File: src/rtl/bpa_pkg.sv
`timescale 1ns / 1ps
`default_nettype none
package bpa_pkg;
  localparam int MapBits = 4096;
  localparam int MapBytes = MapBits / 8;
  localparam int AddrW = $clog2(MapBytes);
  localparam int IdxW = 12;
  localparam int CntW = 13;

  localparam logic [1:0] OP_ALLOC = 2'd0;
  localparam logic [1:0] OP_FREE = 2'd1;
  localparam logic [1:0] OP_CLEAR = 2'd2;

  localparam logic [2:0] ST_OK = 3'd0;
  localparam logic [2:0] ST_UNINIT = 3'd1;
  localparam logic [2:0] ST_NOSPACE = 3'd2;
  localparam logic [2:0] ST_RANGE = 3'd3;
  localparam logic [2:0] ST_NOTALLOC = 3'd4;
  localparam logic [2:0] ST_ZERO = 3'd5;

  // datapath sequencing commands
  typedef enum logic [2:0] {
    CMD_NONE   = 3'd0,
    CMD_LOAD   = 3'd1,  // latch item, compute checks
    CMD_SCAN   = 3'd2,  // single alloc: byte scan for clear bit
    CMD_CHECK  = 3'd3,  // free: verify range set
    CMD_WRITE  = 3'd4,  // set or clear range
    CMD_WALK   = 3'd5,  // mark walk-down
    CMD_WIPE   = 3'd6   // clear sweep
  } cmd_t;

  typedef struct packed {
    cmd_t cmd;
    logic set_bits;
  } ctl_t;

  typedef struct packed {
    logic       done;     // current step finished
    logic       fail;     // immediate/scan/check error
    logic       is_alloc;
    logic       is_free;
    logic       is_clear;
    logic       is_single;
  } sts_t;
endpackage
`default_nettype wire

File: src/rtl/bpa_ctrl.sv
`timescale 1ns / 1ps
`default_nettype none
module bpa_ctrl (
  input  wire logic clk,
  input  wire logic rst,
  input  wire logic in_valid,
  output logic in_ready,
  output logic out_valid,
  input  wire logic out_ready,
  output bpa_pkg::ctl_t ctl,
  input  wire bpa_pkg::sts_t sts
);
  import bpa_pkg::*;

  typedef enum logic [7:0] {
    S_IDLE = 8'b00000001, S_LOAD = 8'b00000010, S_SCAN = 8'b00000100,
    S_CHECK = 8'b00001000, S_WRITE = 8'b00010000, S_WALK = 8'b00100000,
    S_WIPE = 8'b01000000, S_OUT = 8'b10000000
  } state_t;

  state_t state, state_next;
  logic setb;
  logic boot; // map sweep after reset, no result

  assign in_ready = state == S_IDLE;
  assign out_valid = state == S_OUT;

  always_comb begin
    state_next = state;
    ctl.cmd = CMD_NONE;
    ctl.set_bits = setb;
    unique case (state)
      S_IDLE: if (in_valid) begin ctl.cmd = CMD_LOAD; state_next = S_LOAD; end
      S_LOAD: begin
        priority if (sts.fail) state_next = S_OUT;
        else if (sts.is_clear) state_next = S_WIPE;
        else if (sts.is_alloc && sts.is_single) state_next = S_SCAN;
        else if (sts.is_alloc) state_next = S_WRITE;
        else if (sts.is_free) state_next = S_CHECK;
        else state_next = S_OUT;
      end
      S_SCAN: begin ctl.cmd = CMD_SCAN; if (sts.done) state_next = S_OUT; end
      S_CHECK: begin
        ctl.cmd = CMD_CHECK;
        if (sts.done) state_next = sts.fail ? S_OUT : S_WRITE;
      end
      S_WRITE: begin
        ctl.cmd = CMD_WRITE;
        if (sts.done) state_next = sts.is_free ? S_WALK : S_OUT;
      end
      S_WALK: begin ctl.cmd = CMD_WALK; if (sts.done) state_next = S_OUT; end
      S_WIPE: begin
        ctl.cmd = CMD_WIPE;
        if (sts.done) state_next = boot ? S_IDLE : S_OUT;
      end
      S_OUT: if (out_ready) state_next = S_IDLE;
      default: state_next = S_IDLE;
    endcase
    // done is registered: issue no command while it is high, so the next step does not start early
    if (state != S_IDLE && state != S_LOAD && state != S_OUT && sts.done) ctl.cmd = CMD_NONE;
  end

  always_ff @(posedge clk) begin
    if (rst) begin
      state <= S_WIPE; setb <= 1'b0; boot <= 1'b1;
    end else begin
      state <= state_next;
      if (state == S_LOAD) setb <= sts.is_alloc;
      if (state == S_WIPE && sts.done) boot <= 1'b0;
    end
  end
endmodule
`default_nettype wire

File: config.mk
export PLATFORM = sky130hd
export DESIGN_NAME = bpa_ctrl
export DESIGN_NICKNAME = d
export VERILOG_FILES = /design/src/rtl/bpa_pkg.sv /design/src/rtl/bpa_ctrl.sv
export SDC_FILE = /design/constraint.sdc
export NUM_CORES = 1
export LEC_CHECK = 0
export BUFFER_PORTS_ARGS = -buffer_cell sky130_fd_sc_hd__buf_2
export CORE_ASPECT_RATIO = 1.5
export CORE_MARGIN = 5
export CORE_UTILIZATION = 24
export DETAILED_ROUTE_END_ITERATION = 8
export PLACE_DENSITY_LB_ADDON = 0.3
export SYNTH_ARGS = -nofsm -noshare
export SYNTH_HDL_FRONTEND = slang
export SYNTH_SLANG_ARGS = --single-unit
File: constraint.sdc
create_clock -name clk -period 2.75 [get_ports clk]
set_clock_uncertainty 0.1 [all_clocks]
set_input_delay 0.55 -clock clk [delete_from_list [all_inputs] [get_ports clk]]
set_output_delay 0.55 -clock clk [all_outputs]
set_load 0.005 [all_outputs]
Word level (Yosys, flattened, before mapping) --
Cells that the tools add are included.
Word-level totals: register bits 10, input bits 10, output and inout port bits 6, word-level logic and storage cells 45
Operators by class: equal/unequal tests 17, mux-type cells 18, reduce and logical (&&, ||, !) cells 7
Operators by type and width (count):
- two-way mux 8 bit | 14
- one-hot mux 8 bit (7 select lines) | 1
- one-hot mux 3 bit (6 select lines) | 1
- equality test 8 x 1 -> 1 bit (second input constant) | 1
- equality test 8 x 2 -> 1 bit (second input constant) | 1
- equality test 8 x 3 -> 1 bit (second input constant) | 1
- equality test 8 x 4 -> 1 bit (second input constant) | 1
- equality test 8 x 5 -> 1 bit (second input constant) | 1
- equality test 8 x 6 -> 1 bit (second input constant) | 1
- equality test 8 x 7 -> 1 bit (second input constant) | 1
- equality test 8 bit (second input constant) | 1
- inequality test 2 bit (second input constant) | 4
- inequality test 8 x 1 -> 1 bit (second input constant) | 1
- inequality test 8 x 2 -> 1 bit (second input constant) | 1
- inequality test 8 bit (second input constant) | 1
- AND reduction 6 bit | 1
- logical AND 1 bit | 5
- inequality test 2 x 1 -> 1 bit (second input constant) | 2
- two-way mux 3 bit | 1
- OR reduction 2 bit | 1
- two-way mux 1 bit | 1

Depth between registers and ports, before layout --
Gate-level depths: netlist (run 1).
depth after elaboration 6, mapped depth 7, mapped depth without buffers 6

Worst setup path after synthesis (run 1) --
No wires, ideal clock.
path kind register -> output, from register state[3], to output ctl[3] in the netlist's numbering, arrival 1.467 ns, required time 2.100 ns, slack 0.633 ns, cell stages (with the launch flop) 6, buffers on the path 1, cells stage by stage dfxtp_1 buf_2 or3_1 o41ai_2 nor2_1 nor2b_1
RTL lines:
- start, declared | RTL line bpa_ctrl.sv:21 | state_t state, state_next;
- start signal, assigned | RTL line bpa_ctrl.sv:67 | state <= state_next;
- end, declared | RTL line bpa_ctrl.sv:10 | output bpa_pkg::ctl_t ctl,

==> impl_metrics.csv, run 1 <==
group,metric,value,unit
power,p_leak,0.3573,nW
global_routing,gr_usage_total,9.452,%
worst_setup_path,cp_slowest_stage_delay,460,ps
synthesis,synthesized_instance_count,96,
global_routing,first_global_vias,781,
synthesis,synth.yosys.warnings,0,
clock_network,post_cts_sizing,0,
layout,multiInputGateArea,495.5,um2
worst_setup_path,path_max_fanout,8,
layout,stdcell_area,877.1,um2
global_routing,wire_length_of_the_first_global_routing_pass,3401,um
synthesis,synth_top_flop_cell,"dfxtp_1",
hold_path,hp-start,"setb",
timing,final.min_clock_period,2527,ps
clock_network,tritoncts,"built",
power,power_per_cell_area,442.3,nW/um2
hold_path,hold_depth,2,
clock_network,worst_skew_pair.late_latency,230,ps
worst_setup_path,critical_path.reg2reg.startpoint,"state[5]",
placed_design,pre_cts_slack,464.0,ps
placed_design,placement.cell_area,835.8,um2
die,fp.dieH,78.90,um
clock_network,cts-htree-levels,1,
placed_design,gp_congestion,0.8712,
worst_setup_path,flop2flop_setup_slack,620,ps
drt,drc_errors,0,
drt,final_wl,2059,um
worst_setup_path,crit-reg2reg-capture,"state[7]",
clock_network,clockRootBuffer,"clkbuf_8",
worst_setup_path,critPathArrivalTime,1880,ps
worst_setup_path,worst_path_bufs_invs,1,
placed_design,place.detailed.instances,144,
placed_design,dp_hpwl,1718,um
layout,final_cell_mix,"15 x buf_2, 12 x nor2_1, 10 x dfxtp_1, 6 x o21ai_0",
worst_setup_path,critPathKind,"flop to output port",
die,die_area,4413,um2
die,pin_count,16,
run,timing.max_cap.violations,0,
synthesis,synth.net_count,106,
clock_network,cts-buffers-inserted,3,
layout,fin_nets,119,
layout,fillCellCount,337,
timing,tightestPinTransition,626.7,ps
clock_network,cts_hold_buf,0,
drt,ant_nets,0,
worst_setup_path,critical_path.cell_chain,"or3_1 -> o41ai_2 -> nor2_1 -> nor2b_1 -> buf_2",
clock_network,cts.sinks,10,
die,initial_utilization,24.53,%
synthesis,distinct_cell_type_count_of_the_synthesized_netlist,37,
worst_setup_path,worst_ep_required_time,2100,ps
clock_network,clk_transition_reported_paths,50,ps
worst_setup_path,worstRegToRegCells,5,
drt,routed-via-count,778,
layout,sequential_cell_area,200.2,um2
global_routing,initial_antenna_violation_count,0,
timing,hold_violations,0,
drt,drt_first_iter_violations,25,
global_routing,largest_net_degree_at_the_start_of_global_routing,12,
die,placement_rows,25,
outcome,run_status,"completed",
clock_network,cts_max_path_buffers,2,
global_routing,global_route.overflow_total,0,
worst_setup_path,cp-end-kind,"output port",
synthesis,synth_enable_flop_cells,0,
layout,antennaDiodeCount,0,
placed_design,io_buffer_count,15,
synthesis,avgSynthCellArea,7.911,um2
timing,report.final.slew_viol_count,0,
hold_path,worstHoldPathType,"flop to flop",
layout,mostFrequentLayoutCell,"buf_2",
die,fp.dieW,55.93,um
worst_setup_path,critical_path.slowest_cell,"or3_1",
drt,vias_per_cell,5.293,
drt,drtPass1Iterations,3,
power,ir_drop,0.0002903,V
timing,finalCritPeriodShare,91.88,%
timing,post-route-worst-setup-slack,223.3,ps
layout,area_delta_synth_final,15.49,%
timing,grt_setup_unrepaired,"false",
timing,max_freq,395.8,MHz
synthesis,cell_area_after_synthesis,759.5,um2
layout,layoutNonFillerInstCount,147,
synthesis,synth_seq_cells,10,
worst_setup_path,critical_path.top_delay_family,"simple AND/OR/NAND/NOR gates",
timing,final.setup.tns,0,ps
synthesis,share_of_synthesized_registers_carrying_an_async_set_or_reset,0,%
timing,setup_viol_count_final,0,
synthesis,synth.yosys.seq_area_share,26.36,%
die,area_inside_the_core_boundary,3097,um2
drt,avgRoutedWirePerCell,14.01,um
clock_network,cts.repair_timing.setup_buffer_count,0,
layout,layout-drive-gt1-share,21.50,%
worst_setup_path,critical_path.startpoint_type,"flop",
hold_path,terminating_pin_of_the_worst_hold_path,"setb",
timing,slew_headroom,57.87,%
metrics by stage:
stage / util [%] / hold slack, ps / power (mW)
6_report: 28.32 / 385.6 / 0.3879
5_1_grt: 28.32 / 423.9 / 0.4066
4_1_cts: 28.32 / 390.5 / 0.3932
3_5_place_dp: 26.99 / 377.8 / 0.2435
3_3_place_gp: 26.99 / 366.9 / 0.2448
2_1_floorplan: - / 349.0 / 0.2139
flip-flops by register name, indices dropped and copies added, names as in the netlist:
register	cells
state	8
boot	1
setb	1
cells by family after synthesis:
family	synth area share (%)
and+or+nand+nor	38.38
xor gates and xnor gates	5.767
buffers and inverters	8.401
AOI/OAI and AO/OA	19.77
DFF	26.36
muxes	1.318
per-layer routing:
metal	share of wire [%]	track usage, %
met1	38	9.154
met2	54	17.89
met3	2.9	1.463
met4	5.2	6.651
met5	0	0
worst register-to-register path, cell delays in order, from the launching register on:
cell and delay (ps):
dfxtp_1 480, xor2_1 140, o2111a_1 290, o31ai_1 570, o311ai_0 280, a21oi_1 190
cell type report:
class	instances	area share (%)
Clock buffer	3	4.708
Inverter	4	1.712
Multi-Input combinational cell	75	56.49
Sequential cell	10	22.82
Tap cell	40	5.706
Timing Repair Buffer	15	8.559
worst max-delay path by stage:
stage | start | to | slack [ps] | cells after the start
3_5_place_dp | state[3] | ctl[3] | 460 | 5
3_3_place_gp | state[3] | ctl[3] | 520 | 5
4_1_cts | state[3] | ctl[3] | 220 | 5
5_1_grt | state[3] | ctl[3] | 70 | 5
6_report | state[3] | ctl[3] | 220 | 5
2_1_floorplan | state[3] | ctl[3] | 630 | 5
cell usage after synthesis, types with 3 or more instances:
library cell	n	area [um2]
a21oi_1	5	25.02
buf_2	3	15.01
dfxtp_1	10	200.2
inv_1	4	15.01
nand2_1	4	15.01
nand2b_1	3	18.77
nand3_1	3	15.01
nand4_1	3	18.77
nand4b_1	5	43.79
nor2_1	12	45.04
nor3_1	3	15.01
o21ai_0	6	30.03
xor2_1	3	26.28
report_power, final:
part | internal, mW | switching [mW] | total, mW | leakage, nW
logic | 0.0341 | 0.0430 | 0.0772 | 0.254
clock network | 0.0954 | 0.0516 | 0.147 | 0.0216
registers | 0.152 | 0.0117 | 0.164 | 0.0816
total | 0.282 | 0.106 | 0.388 | 0.357
(Power assumes the default switching activity.)
==> run 2, diff against run 1 <==
==> constraint.sdc (replaced) <==
create_clock -name clk -period 2.75 [get_ports clk]
set_clock_uncertainty 0.1 [all_clocks]
set_input_delay 0.6875 -clock clk [delete_from_list [all_inputs] [get_ports clk]]
set_output_delay 0.6875 -clock clk [all_outputs]
set_load 0.005 [all_outputs]
==> run 2 against run 1 <==
Sequential share of layout area fell by 0.88 points. Cell count rose by 0.68%. Global-route usage rose by 1.2 points. Wire length rose by 7.7%. First-iteration DRC count rose by 20%. Largest cell class unchanged.
==> impl_metrics.csv, run 2 (same netlist as run 1, synthesis figures left out) <==
group,metric,value,unit
timing,slew_headroom,61.73,%
timing,final.setup.tns,0,ps
die,area_inside_the_core_boundary,3097,um2
timing,finalCritPeriodShare,95.62,%
layout,area_delta_synth_final,20.10,%
power,power_switching_share,28.62,%
worst_setup_path,critical_path.top_delay_family,"simple AND/OR/NAND/NOR gates",
layout,antennaDiodeCount,0,
worst_setup_path,cp_slowest_stage_delay,740,ps
clock_network,clockRootBuffer,"clkbuf_8",
power,p_leak,0.3629,nW
power,power_per_cell_area,436.9,nW/um2
global_routing,largest_net_degree_at_the_start_of_global_routing,12,
global_routing,global_route.overflow_total,0,
drt,vias_per_cell,5.446,
worst_setup_path,flop2flop_setup_slack,640,ps
clock_network,cts.sinks,10,
drt,drtPass1Iterations,4,
die,initial_utilization,24.53,%
die,fp.dieH,78.90,um
worst_setup_path,path_max_fanout,9,
run,timing.max_cap.violations,0,
timing,setup_viol_count_final,0,
worst_setup_path,critical_path.startpoint_type,"flop",
global_routing,first_global_vias,813,
drt,avgRoutedWirePerCell,14.99,um
worst_setup_path,worst_ep_required_time,1960,ps
clock_network,clk_transition_reported_paths,50,ps
power,ir_drop,0.0002669,V
layout,regMostFlops,"state",
layout,final_cell_mix,"15 x buf_2, 12 x nor2_1, 10 x dfxtp_1, 6 x o21ai_0",
layout,fin_nets,120,
clock_network,tritoncts,"built",
worst_setup_path,critPathKind,"flop to output port",
drt,final_wl,2218,um
power,share_comb_of_total_power,20.7,%
clock_network,cts_hold_buf,0,
drt,ant_nets,0,
hold_path,hold_depth,2,
layout,largest_register_ff_count,8,
worst_setup_path,crit-reg2reg-capture,"state[7]",
hold_path,worstHoldPathType,"flop to flop",
die,placement_rows,25,
timing,grt_setup_unrepaired,"false",
worst_setup_path,worst_path_bufs_invs,1,
power,intPower,0.2845,mW
worst_setup_path,timing.critical_path.to,"out_valid",
clock_network,cts_max_path_buffers,2,
die,die_area,4413,um2
worst_setup_path,worstRegToRegCells,5,
timing,max_freq,380.3,MHz
global_routing,gr_usage_total,10.60,%
die,pin_count,16,
power,switchingPower,0.1140,mW
power,p_clk_share,37.8,%
timing,holdWs,382.5,ps
die,fp.dieW,55.93,um
timing,final.min_clock_period,2630,ps
drt,routed-via-count,806,
clock_network,cts-buffers-inserted,3,
global_routing,initial_antenna_violation_count,0,
worst_setup_path,critPathLaunch,"state[2]",
timing,tightestPinTransition,569.2,ps
timing,hold_violations,0,
worst_setup_path,critical_path.reg2reg.startpoint,"state[5]",
layout,mostFrequentLayoutCell,"buf_2",
worst_setup_path,cp-end-kind,"output port",
worst_setup_path,critical_path.cell_chain,"or4b_2 -> nor3_1 -> buf_2",
clock_network,worst_skew_pair.late_latency,230,ps
layout,reg.largest.list,"state: 8 flops, boot: 1 flops, setb: 1 flops",
layout,layout-drive-gt1-share,25.00,%
placed_design,gp_congestion,0.8627,
worst_setup_path,critical_path.slowest_cell,"or4b_2",
timing,report.final.slew_viol_count,0,
placed_design,dp_hpwl,1804,um
clock_network,cts-htree-levels,1,
outcome,run_status,"completed",
placed_design,io_buffer_count,15,
global_routing,wire_length_of_the_first_global_routing_pass,3753,um
power,power.share.sequential,41.6,%
drt,drc_errors,0,
worst_setup_path,worstSetupPathDepth,3,
drt,drt_first_iter_violations,30,
worst_setup_path,critPathArrivalTime,1840,ps
[run 2: cell types whose count changed in the layout (fill, tap and decap cells not counted), sizes merged]
cell	delta
buf	+1
[run 2: final cells by class]
class | instances | area [um2]
clock buffers | 3 | 41.29
fillers | 337 | 2185
inverters | 4 | 15.01
multi-input cells | 75 | 523.0
flip-flops and latches | 10 | 200.2
well taps | 40 | 50.05
repair buffers | 16 | 82.58
[run 2: stage by stage]
| stage | area (um2) | total power, mW | instances | worst slack (ps) | util, % |
|---|---|---|---|---|---|
| finish | 912.1 | 0.3985 | 148 | 120.5 | 29.45 |
| detailed placement | 835.8 | 0.2450 | 144 | 319.9 | 26.99 |
| CTS | 877.1 | 0.3949 | 147 | 71.06 | 28.32 |
| global placement | 835.8 | 0.2446 | 144 | 385.2 | 26.99 |
| global route | 912.1 | 0.4196 | 148 | 38.70 | 29.45 |
| floorplan | 759.5 | 0.2139 | 96 | 495.8 | - |
[run 2: worst register-to-register path: cells and delay by family (launching register included)]
family	cells	cell delay (ps)
xor+xnor	1	140
compound gates	4	1290
flops	1	490
[run 2: worst min path at each step]
| stage | from | endpoint | slack [ps] |
|---|---|---|---|
| floorplan | boot | boot | 350 |
| global placement | setb | setb | 370 |
| detailed placement | boot | boot | 370 |
| CTS | boot | boot | 380 |
| global route | boot | boot | 430 |
| finish | setb | setb | 380 |
[run 2: metal layers]
| layer | vias up | GRT usage (%) | share of wire, % |
|---|---|---|---|
| li1 | 381 | - | - |
| met1 | 380 | 10.36 | 37 |
| met2 | 32 | 19.31 | 53 |
| met3 | 13 | 2.276 | 4.7 |
| met4 | 0 | 7.838 | 5.4 |
| met5 | - | 0 | 0 |
[run 2: repair_timing]
| item | 4_1_cts | 5_1_grt |
|---|---|---|
| endpoints found under the setup margin | 0 | 3 |
| buffers inserted | 0 | 1 |
| resized for setup | 0 | 4 |
[run 2: power by group through the flow]
stage          registers (mW)  logic, mW  clock network (mW)
3_5_place_dp            0.166     0.0787                   0
2_1_floorplan           0.162     0.0519                   0
4_1_cts                 0.164     0.0790               0.152
3_3_place_gp            0.166     0.0782                   0
5_1_grt                 0.167     0.0916               0.161
6_report                0.166     0.0825               0.150
