### src/rtl/bpa_pkg.sv
`timescale 1ns / 1ps
`default_nettype none
package bpa_pkg;
  localparam int MapBits = 4096;
  localparam int MapBytes = MapBits / 8;
  localparam int AddrW = $clog2(MapBytes);
  localparam int IdxW = 12;
  localparam int CntW = 13;

  localparam logic [1:0] OP_ALLOC = 2'd0;
  localparam logic [1:0] OP_FREE = 2'd1;
  localparam logic [1:0] OP_CLEAR = 2'd2;

  localparam logic [2:0] ST_OK = 3'd0;
  localparam logic [2:0] ST_UNINIT = 3'd1;
  localparam logic [2:0] ST_NOSPACE = 3'd2;
  localparam logic [2:0] ST_RANGE = 3'd3;
  localparam logic [2:0] ST_NOTALLOC = 3'd4;
  localparam logic [2:0] ST_ZERO = 3'd5;

  // datapath sequencing commands
  typedef enum logic [2:0] {
    CMD_NONE   = 3'd0,
    CMD_LOAD   = 3'd1,  // latch item, compute checks
    CMD_SCAN   = 3'd2,  // single alloc: byte scan for clear bit
    CMD_CHECK  = 3'd3,  // free: verify range set
    CMD_WRITE  = 3'd4,  // set or clear range
    CMD_WALK   = 3'd5,  // mark walk-down
    CMD_WIPE   = 3'd6   // clear sweep
  } cmd_t;

  typedef struct packed {
    cmd_t cmd;
    logic set_bits;
  } ctl_t;

  typedef struct packed {
    logic       done;     // current step finished
    logic       fail;     // immediate/scan/check error
    logic       is_alloc;
    logic       is_free;
    logic       is_clear;
    logic       is_single;
  } sts_t;
endpackage
`default_nettype wire

### src/rtl/bpa_datapath.sv
`timescale 1ns / 1ps
`default_nettype none
module bpa_datapath (
  input  wire logic clk,
  input  wire logic rst,
  input  wire bpa_pkg::ctl_t ctl,
  output bpa_pkg::sts_t sts,
  input  wire logic [1:0] opcode,
  input  wire logic [11:0] start_index,
  input  wire logic [12:0] unit_count,
  input  wire logic [12:0] total_units,
  output logic [2:0] status,
  output logic [11:0] index_out,
  output logic [12:0] used_out,
  output logic [12:0] mark_out
);
  import bpa_pkg::*;

  logic [7:0] mem [MapBytes];
  logic [CntW-1:0] used, mark, lo, hi, ptr, cnt;
  logic [1:0] op;
  logic fail;
  logic phase; // 0: issue read / 1: data valid
  logic [7:0] rdata;
  logic [AddrW-1:0] raddr;

  wire [13:0] tot_w = (total_units > 13'(MapBits)) ? 14'(MapBits) : 14'(total_units);

  // range mask within byte at ptr covering [ptr, hi)
  logic [CntW-1:0] bbase;
  logic [7:0] rmask;
  logic [3:0] nlast;
  always_comb begin
    bbase = {ptr[CntW-1:3], 3'b000};
    nlast = ((hi - bbase) > 13'd8) ? 4'd8 : 4'(hi - bbase);
    rmask = 8'((9'h1 << nlast) - 9'h1) & 8'(8'hFF << ptr[2:0]);
  end

  // first clear bit in rdata, limited below tot
  logic [7:0] freev;
  logic       anyf;
  logic [2:0] fpos;
  always_comb begin
    freev = ~rdata & rmask;
    anyf = |freev;
    fpos = 3'd0;
    for (int b = 7; b >= 0; b--) if (freev[b]) fpos = 3'(b);
  end

  assign raddr = ctl.cmd == CMD_WALK ? AddrW'((mark - 13'd1) >> 3) : ptr[AddrW+2:3];

  always_ff @(posedge clk) rdata <= mem[raddr];

  logic done;
  always_ff @(posedge clk) begin
    if (rst) begin
      used <= '0; mark <= '0; phase <= 1'b0; fail <= 1'b0; ptr <= '0; done <= 1'b0;
    end else begin
      done <= 1'b0;
      unique case (ctl.cmd)
        CMD_LOAD: begin
          op <= opcode; cnt <= unit_count;
          phase <= 1'b0; fail <= 1'b0; status <= ST_OK; index_out <= '0;
          if (opcode == OP_ALLOC) begin
            if (tot_w == 0) begin fail <= 1'b1; status <= ST_UNINIT; end
            else if (unit_count == 0) begin fail <= 1'b1; status <= ST_ZERO; end
            else if (unit_count == 13'd1) begin
              if (14'(used) >= tot_w) begin fail <= 1'b1; status <= ST_NOSPACE; end
              ptr <= '0; hi <= 13'(tot_w);
            end else if (14'(mark) + 14'(unit_count) > tot_w) begin
              fail <= 1'b1; status <= ST_NOSPACE;
            end else begin
              ptr <= mark; lo <= mark; hi <= 13'(14'(mark) + 14'(unit_count));
              index_out <= mark[11:0];
            end
          end else if (opcode == OP_FREE) begin
            if (unit_count == 0) begin fail <= 1'b1; status <= ST_ZERO; end
            else if (14'(start_index) + 14'(unit_count) > tot_w) begin
              fail <= 1'b1; status <= ST_RANGE;
            end else begin
              ptr <= 13'(start_index); lo <= 13'(start_index);
              hi <= 13'(14'(start_index) + 14'(unit_count));
              index_out <= start_index;
            end
          end else begin
            ptr <= '0;
          end
        end
        CMD_SCAN: begin
          phase <= ~phase;
          if (phase) begin
            if (anyf) begin
              mem[ptr[AddrW+2:3]] <= rdata | (8'h1 << fpos);
              index_out <= 12'({ptr[CntW-1:3], fpos});
              used <= used + 13'd1;
              if ({ptr[CntW-1:3], fpos} >= mark) mark <= {ptr[CntW-1:3], fpos} + 13'd1;
              done <= 1'b1;
            end else if (bbase + 13'd8 >= hi) begin
              fail <= 1'b1; status <= ST_NOSPACE; done <= 1'b1;
            end else ptr <= bbase + 13'd8;
          end
        end
        CMD_CHECK: begin
          phase <= ~phase;
          if (phase) begin
            if ((rdata & rmask) != rmask) begin
              fail <= 1'b1; status <= ST_NOTALLOC; index_out <= '0; done <= 1'b1;
            end else if (bbase + 13'd8 >= hi) begin
              ptr <= lo; done <= 1'b1;
            end else ptr <= bbase + 13'd8;
          end
        end
        CMD_WRITE: begin
          phase <= ~phase;
          if (phase) begin
            mem[ptr[AddrW+2:3]] <= ctl.set_bits ? (rdata | rmask) : (rdata & ~rmask);
            if (bbase + 13'd8 >= hi) begin
              done <= 1'b1;
              if (ctl.set_bits) begin mark <= hi; used <= used + cnt; end
              else used <= (used >= cnt) ? used - cnt : '0;
            end else ptr <= bbase + 13'd8;
          end
        end
        CMD_WALK: begin
          phase <= ~phase;
          if (mark == 0) done <= 1'b1;
          else if (phase) begin
            if (rdata[3'(mark - 13'd1)]) done <= 1'b1;
            else mark <= mark - 13'd1;
          end
        end
        CMD_WIPE: begin
          mem[ptr[AddrW+2:3]] <= 8'h00;
          ptr <= ptr + 13'd8;
          if (ptr[AddrW+2:3] == AddrW'(MapBytes - 1)) begin
            done <= 1'b1; used <= '0; mark <= '0;
          end
        end
        default: ;
      endcase
    end
  end

  assign sts.done = done;
  assign sts.fail = fail;
  assign sts.is_alloc = op == OP_ALLOC;
  assign sts.is_free = op == OP_FREE;
  assign sts.is_clear = op == OP_CLEAR;
  assign sts.is_single = cnt == 13'd1;
  assign used_out = used;
  assign mark_out = mark;
endmodule
`default_nettype wire

### config.mk
export PLATFORM = sky130hd
export DESIGN_NAME = bpa_datapath
export DESIGN_NICKNAME = d
export VERILOG_FILES = /design/src/rtl/bpa_pkg.sv /design/src/rtl/bpa_datapath.sv
export SDC_FILE = /design/constraint.sdc
export NUM_CORES = 2
export LEC_CHECK = 0
export ABC_AREA = 0
export BUFFER_PORTS_ARGS = -buffer_cell sky130_fd_sc_hd__buf_2
export CORE_MARGIN = 5
export CORE_UTILIZATION = 35
export DETAILED_ROUTE_END_ITERATION = 8
export MAX_ROUTING_LAYER = met4
export PLACE_DENSITY_LB_ADDON = 0.05
export SLEW_MARGIN = 20
export SYNTH_ARGS = -nofsm -noshare
export SYNTH_HDL_FRONTEND = slang
export SYNTH_SLANG_ARGS = --single-unit
### constraint.sdc
create_clock -name clk -period 40.7 [get_ports clk]
set_clock_uncertainty 0.2 [all_clocks]
set_input_delay 4.07 -clock clk [delete_from_list [all_inputs] [get_ports clk]]
set_output_delay 4.07 -clock clk [all_outputs]
set_load 0.01 [all_outputs]
# ---- After elaboration in Yosys (flattened, before gate mapping)
# Memories as Yosys holds them, arrays and structs flattened. A register that Yosys moved wholly into a read port is not among the register bits.
# Cells that the tools add are included.
dict set report word_totals {
  reg_bits 98
  ramBits 4096
  in_bits 46
  output_inout_bits 47
  elab_cells 239
  mem_count 1
}
# memory words word_bits read_ports rd_ports_with_merged_regs write_ports line_no
set mem_list {}
lappend mem_list {mem 512 8 1 1 1 bpa_datapath.sv:19} ;# logic [7:0] mem [MapBytes];
dict set report op_classes {
  addsub 11
  order_cmp 9
  eq_ne 38
  n_shift 3
  n_mux 130
  bitwise 13
  n_reduce_logical 22
}
# operator n
set ops {}
lappend ops {{$mux 13} 45}
lappend ops {{$mux 12} 12}
lappend ops {{$pmux 13 s5} 1}
lappend ops {{$mux 3} 19}
lappend ops {{$ge 13x13->1} 4}
lappend ops {{$pmux 13 s4} 1}
lappend ops {{$pmux 13 s3} 1}
lappend ops {{$ne 2x2->1 const B} 19}
lappend ops {{$mux 1} 37}
lappend ops {{$pmux 12 s3} 1}
lappend ops {{$and 8x8->8} 4}
lappend ops {{$gt 14x13->1} 2}
lappend ops {{$add 13x1->13 const B} 2}
lappend ops {{$add 13x4->13 const B} 2}
lappend ops {{$eq 13x1->1 const B} 2}
lappend ops {{$logic_not 13->1} 2}
lappend ops {{$sub 13x13->13} 2}
lappend ops {{$mux 8} 3}
lappend ops {{$reduce_and 11->1} 2}
lappend ops {{$reduce_and 6->1} 3}
lappend ops {{$not 8->8} 2}
lappend ops {{$or 8x8->8} 2}
lappend ops {{$add 12x13->14} 1}
lappend ops {{$add 13x13->14} 1}
lappend ops {{other kinds (39)} 56}

# ---- Depth between registers and ports, before layout
dict set report logic_depth {
  depth_word 20
  mapped_depth 25
  ltp_nobuf 24
}

# ---- Worst setup path before layout
# OpenSTA, ideal clock, no wires.
dict set report synth_timing {
  kind {in2reg}
  startpoint {in ctl[1] (netlist bit)}
  endpoint {mem mem[0][5] (data pin)}
  setup_time_ns 4.272
  arrival_time_ns 26.235
  required_ns 36.228
  setup_slack_ns 9.993
  path_stages 8
  n_path_buf 2
  path_cell_list {clkbuf_1 > nand2b_1 > clkbuf_1 > nor2_1 > nand3_1 > a221oi_1 > a311oi_1 > a211oi_1}
}
dict set report synth_between {
  elab_chain_len 6
  elab_cells_between_ends 10
  classes_between {2 x eq/ne; 8 x mux}
}
# element line_no
set synth_lines {}
lappend synth_lines {{start: declaration} bpa_datapath.sv:6} ;# input wire bpa_pkg::ctl_t ctl,
lappend synth_lines {{$eq 3x3->1} bpa_datapath.sv:60} ;# unique case (ctl.cmd)
lappend synth_lines {{$mux 1} bpa_datapath.sv:60}
lappend synth_lines {{$mux 1} bpa_datapath.sv:56} ;# if (rst) begin
lappend synth_lines {{$mux 1} bpa_datapath.sv:116} ;# mem[ptr[AddrW+2:3]] <= ctl.set_bits ? (rdata | rmask) : (rdata & ~rmask);
lappend synth_lines {{$mux 8 (no source line)} n/a}
lappend synth_lines {{$mux 8 (no source line) *} n/a}
lappend synth_lines {{end: declaration} bpa_datapath.sv:19}
# Mark *: on every way between the ends. The rest lies on a longest branch, timed or not.

# ---- Worst setup path in the final report
dict set report layout_timing {
  startpoint {reg ptr[8]}
  endpoint {mem mem[53][1] (data pin)}
}
dict set report layout_between {
  elab_chain_len 19
  elab_cells_between_ends 23
  classes_between {2 x add/sub; 1 x order compare; 2 x shift; 12 x mux; 6 x bitwise}
}
# element line_no
set layout_lines {}
lappend layout_lines {{start: declaration} bpa_datapath.sv:20} ;# logic [CntW-1:0] used, mark, lo, hi, ptr, cnt;
lappend layout_lines {{start signal: assignment} bpa_datapath.sv:73} ;# ptr <= mark; lo <= mark; hi <= 13'(14'(mark) + 14'(unit_count));
lappend layout_lines {{start signal: assignment} bpa_datapath.sv:81} ;# ptr <= 13'(start_index); lo <= 13'(start_index);
lappend layout_lines {{start signal: assignment} bpa_datapath.sv:100} ;# end else ptr <= bbase + 13'd8;
lappend layout_lines {{$sub 13x13->13 *} n/a}
lappend layout_lines {{$gt 13x4->1 *} bpa_datapath.sv:35} ;# nlast = ((hi - bbase) > 13'd8) ? 4'd8 : 4'(hi - bbase);
lappend layout_lines {{$mux 4 *} bpa_datapath.sv:35}
lappend layout_lines {{$shl 1x4->8 *} bpa_datapath.sv:36} ;# rmask = 8'((9'h1 << nlast) - 9'h1) & 8'(8'hFF << ptr[2:0]);
lappend layout_lines {{$sub 8x1->8 *} bpa_datapath.sv:36}
lappend layout_lines {{$and 8x8->8 *} bpa_datapath.sv:36}
lappend layout_lines {{$and 8x8->8} bpa_datapath.sv:44} ;# freev = ~rdata & rmask;
lappend layout_lines {{$mux 3 (8 in a row)} bpa_datapath.sv:47} ;# for (int b = 7; b >= 0; b--) if (freev[b]) fpos = 3'(b);
lappend layout_lines {{$shl 1x3->8} bpa_datapath.sv:93} ;# mem[ptr[AddrW+2:3]] <= rdata | (8'h1 << fpos);
lappend layout_lines {{$or 8x8->8} bpa_datapath.sv:93}
lappend layout_lines {{$mux 8 (no source line) * (2 in a row)} n/a}
# Marks and branches as above.

==> results.yml <==
status:
  status: "finished clean"
routing:
  average_vias_per_placed_instance: 5.498
  drt-pass1-iter-count: 6
  routed_antenna_nets: 0
  drc: 0
  num_vias: 90490
  drc_marker_count_from_the_first_detailed_route_iteration: 8635
  routed_wirelength_mm: 522.9
  drt-wirelength-per-cell_um: 31.77
grt:
  grt_antenna_before_repair: 35
  number_of_global_route_vias_before_repair: 93430
  grt_start_max_net_pins: 194
  globalRoute.totalOverflow: 0
  global_route_wire_length_before_repair_mm: 740.4
  grt_util_all_layers_pct: 21.23
job:
  drv_cap: 0
synthesis:
  netlist_area_um2: 169900
  syn-mean-instance-area_um2: 18.06
  synth.net_count: 9593
  synth-seq-area-share_pct: 73.95
  post_synth_num_cell_types: 82
  synth_enable_flop_cells: 4152
  post_synth_inst_count: 9410
  ys_ff_latch: 4202
  yosysWarningCount: 0
  synth-async-reset-ratio_pct: 0
  synth_top_flop_cell: "edfxtp_1"
power_and_ir_drop:
  leakage_nw: 59.77
  max-vdd-ir-drop_mv: 0.06032
  power_frac_seq_pct: 47.7
  p_per_area_nw_per_um2: 61.58
  power.share.clock_pct: 34.4
  power_frac_comb_pct: 17.9
  netSwitchingPower_w: 0.003445
  net_sw_share_pct: 28.97
  intPower_w: 0.008445
worst_setup_path:
  critPathRequiredTime_ps: 41120
  path_cells: "clkinv_1 -> ha_1 -> nand2_1 -> a2111oi_1 -> nor3_1 -> nor3_1 -> nand3_1 -> nor2_1 -> nand3b_1 -> ha_1 -> nor3_1 -> nand2b_1 -> a21bo_1 -> nand2b_1 -> nor2_1 -> inv_1 -> a21oi_1 -> a211oi_4 -> buf_4 -> buf_12 -> buf_4 -> buf_4 -> buf_4"
  critPathCaptureType: "flop"
  crit_path_max_incr_delay_ps: 810
  critical_path.slowest_cell: "buf_4"
  worstSetupPathType: "reg2reg"
  setup.worst_path.start_class: "flop"
  reg2reg_from: "ptr[8]"
  regToRegEndpoint: "mem[53][1]"
  crit_family: "buffers and inverters"
  timing.critical_path.mode_cell: "buf_4"
  arrival_time_reported_for_the_critical_path_endpoint_ps: 11240
  critical_path.max_fanout: 133
  rrSetupSlack_ps: 29880
  r2r_cells: 23
  path_buf_inv: 7
clock_network:
  cts_tree: "built"
  clk_transition_reported_paths_ps: 60
  holdBufCountCts: 0
  cts_num_sinks: 4202
  h-tree-depth: 5
  clock-root-buffer: "clkbuf_16"
  clkLatencyLatePin_ps: 1010
  clock_tree.buffer_depth: 4
  post_cts_resize_count: 0
  cts_post_setup_buffers_inserted: 0
  cts_inserted_buffers: 466
sta:
  rsz0062_at_grt: "false"
  relSlewSlack_pct: 13.25
  max_freq_mhz: 92.46
  finalSetupViolCount: 0
  hold_viol: 0
  final_period_minus_worst_setup_slack_ps: 10820
  report.final.slew_viol_count: 0
  post-route-period-util_pct: 26.57
  timing.setup.tns_ps: 0
  fin_hold_ws_ps: 312.7
  worst_pin_slew_ps: 1301
worst_hold_path:
  whs_path_depth: 2
  hold_start: "fail"
  min-delay-path-class: "reg2reg"
  whs_endpoint: "fail"
placement:
  hpwlAfterDp_mm: 318.8
  gp_routability_congestion: 0.8370
  numPortBuffers: 92
floorplanning:
  die_height_um: 706.8
  die-area_um2: 499600
  num_rows: 256
  dieWidth_um: 706.8
  core-area_um2: 484900
  initial_utilization_pct: 35.04
  io_pins: 93
layout:
  fin_nets: 9797
  seq_area_um2: 125700
  multi_input_area_um2: 41870
  layout-area-overhead-vs-synth_pct: 13.61
  n_fill_cell: 43960
  drive_above_1_share_pct: 20.56
==> cell usage after synthesis (all sizes together), types with 8 or more instances <==
cell / count / area, µm²
nor3: 47 / 246.5
a221oi: 13 / 132.6
xnor2: 41 / 359.1
and3: 117 / 732.0
o31ai: 18 / 140.1
mux4: 1026 / 23110
nand2b: 15 / 93.84
a22oi: 33 / 247.7
mux2: 18 / 206.4
edfxtp: 4152 / 124700
nor4: 26 / 162.7
or3: 10 / 62.56
mux2i: 29 / 290.3
a31oi: 137 / 857.1
buf: 279 / 1300
nand3: 335 / 1677
nand4: 44 / 275.3
a21oi: 259 / 1304
dfxtp: 50 / 1001
o21bai: 10 / 75.07
a21o: 37 / 277.8
clkbuf: 298 / 1119
a211oi: 29 / 222.7
o21a: 9 / 67.56
a311oi: 8 / 70.07
nor2b: 22 / 137.6
nand2: 1122 / 4212
a32oi: 19 / 166.4
nor2: 655 / 2459
xor2: 11 / 96.34
nor4b: 10 / 102.6
ha: 132 / 1652
o21ai: 133 / 665.6
o211ai: 25 / 187.7
inv: 86 / 322.8
and2: 9 / 56.31
o22ai: 51 / 319.1
==> power by group through the flow <==
stage,sequential [W],combinational [W],clock (W)
floorplan,0.00648,0.00110,0
global placement,0.00576,0.00213,0
detailed placement,0.00576,0.00220,0
CTS,0.00567,0.00220,0.00420
global route,0.00567,0.00230,0.00438
finish,0.00567,0.00213,0.00409
==> tightest hold or removal path, stage by stage (launching register included) <==
cell and delay, ps:
dfxtp_1 320, o211ai_1 70, o41ai_1 70
==> worst max path at each step <==
| stage | startpoint | endpoint | cells past startpoint |
|---|---|---|---|
| 2_1_floorplan | ctl[1] | mem[0][5] | 8 |
| 3_3_place_gp | ctl[2] | rdata[3] | 16 |
| 3_5_place_dp | ctl[2] | rdata[0] | 18 |
| 4_1_cts | ptr[8] | mem[37][1] | 23 |
| 5_1_grt | ptr[8] | mem[53][1] | 23 |
| 6_report | ptr[8] | mem[53][1] | 23 |
==> registers in the layout (all words and copies together) (netlist names) <==
name	count
cnt	13
done	1
fail	1
hi	13
index_out	12
lo	13
mark_out	13
mem	4096
op	2
phase	1
ptr	13
rdata	8
status	3
used_out	13
==> layout by cell type, fill, tap and decap left out, types with 19 or more instances in the layout <==
| cell | netlist | layout |
|---|---|---|
| a21oi_1 | 257 | 251 |
| nor4_1 | 26 | 26 |
| nor3_1 | 46 | 40 |
| nand2_1 | 1122 | 1121 |
| bufinv_16 | 0 | 34 |
| nor2_1 | 655 | 636 |
| a31oi_1 | 137 | 135 |
| ha_1 | 132 | 132 |
| o211ai_1 | 25 | 25 |
| o22ai_1 | 51 | 51 |
| edfxtp_1 | 4152 | 4152 |
| clkinv_2 | 0 | 92 |
| inv_1 | 85 | 85 |
| nand4_1 | 44 | 44 |
| a21o_1 | 37 | 35 |
| buf_4 | 5 | 200 |
| mux4_2 | 1026 | 1026 |
| dfxtp_1 | 50 | 50 |
| a32oi_1 | 19 | 19 |
| clkbuf_16 | 0 | 474 |
| o21ai_0 | 126 | 122 |
| nand3_1 | 335 | 331 |
| nor2b_1 | 22 | 21 |
| mux2i_1 | 29 | 29 |
| a211oi_1 | 28 | 26 |
| and3_1 | 117 | 117 |
| xnor2_1 | 41 | 41 |
| a22oi_1 | 33 | 33 |
| clkinv_1 | 7 | 119 |
| buf_2 | 187 | 92 |
| clkbuf_1 | 298 | 116 |
==> layout make-up <==
cell class	count	area share, %
timing repair buffer	313	1.226
tap	6450	4.180
inverter	93	0.1808
clock buffer	591	6.376
multi-input combinational	4538	21.69
clock inverter	268	1.249
sequential	4202	65.10
antenna	4	0.005184
==> stage by stage <==
| stage | std cells | cell area [µm²] | total power [W] | setup slack [ps] | utilization [%] |
|---|---|---|---|---|---|
| 5_1_grt | 16460 | 193100 | 0.01235 | 29370 | 39.81 |
| 2_1_floorplan | 9410 | 169900 | 0.007579 | 9993 | - |
| 3_3_place_gp | 15590 | 178200 | 0.007889 | 29000 | 36.75 |
| 3_5_place_dp | 15600 | 178300 | 0.007961 | 29210 | 36.77 |
| 6_report | 16460 | 193100 | 0.01189 | 29880 | 39.81 |
| 4_1_cts | 16450 | 193000 | 0.01207 | 29850 | 39.80 |
==> routing by layer <==
layer	GRT usage, %	wire, µm
met1	29.55	232300
met2	33.66	251000
met3	2.509	26840
met4	4.838	12760
met5	-	0
==> kinds of logic (layout without fill, tap and decap cells) <==
group                    count (synthesis)  count (layout)  synth area share [%]
buffers and inverters                  670            1265                 1.629
AO/OA/AOI/OAI                          845             845                 3.130
multiplexers                          1073            1073                 13.89
adder cells (fa/ha/maj)                137             137                 1.031
XOR/XNOR                                52              52                0.2680
AND/OR/NAND/NOR                       2431            2431                 6.099
other                                    0               4                     0
flip-flops                            4202            4202                 73.95
(Power assumes the default switching activity.)
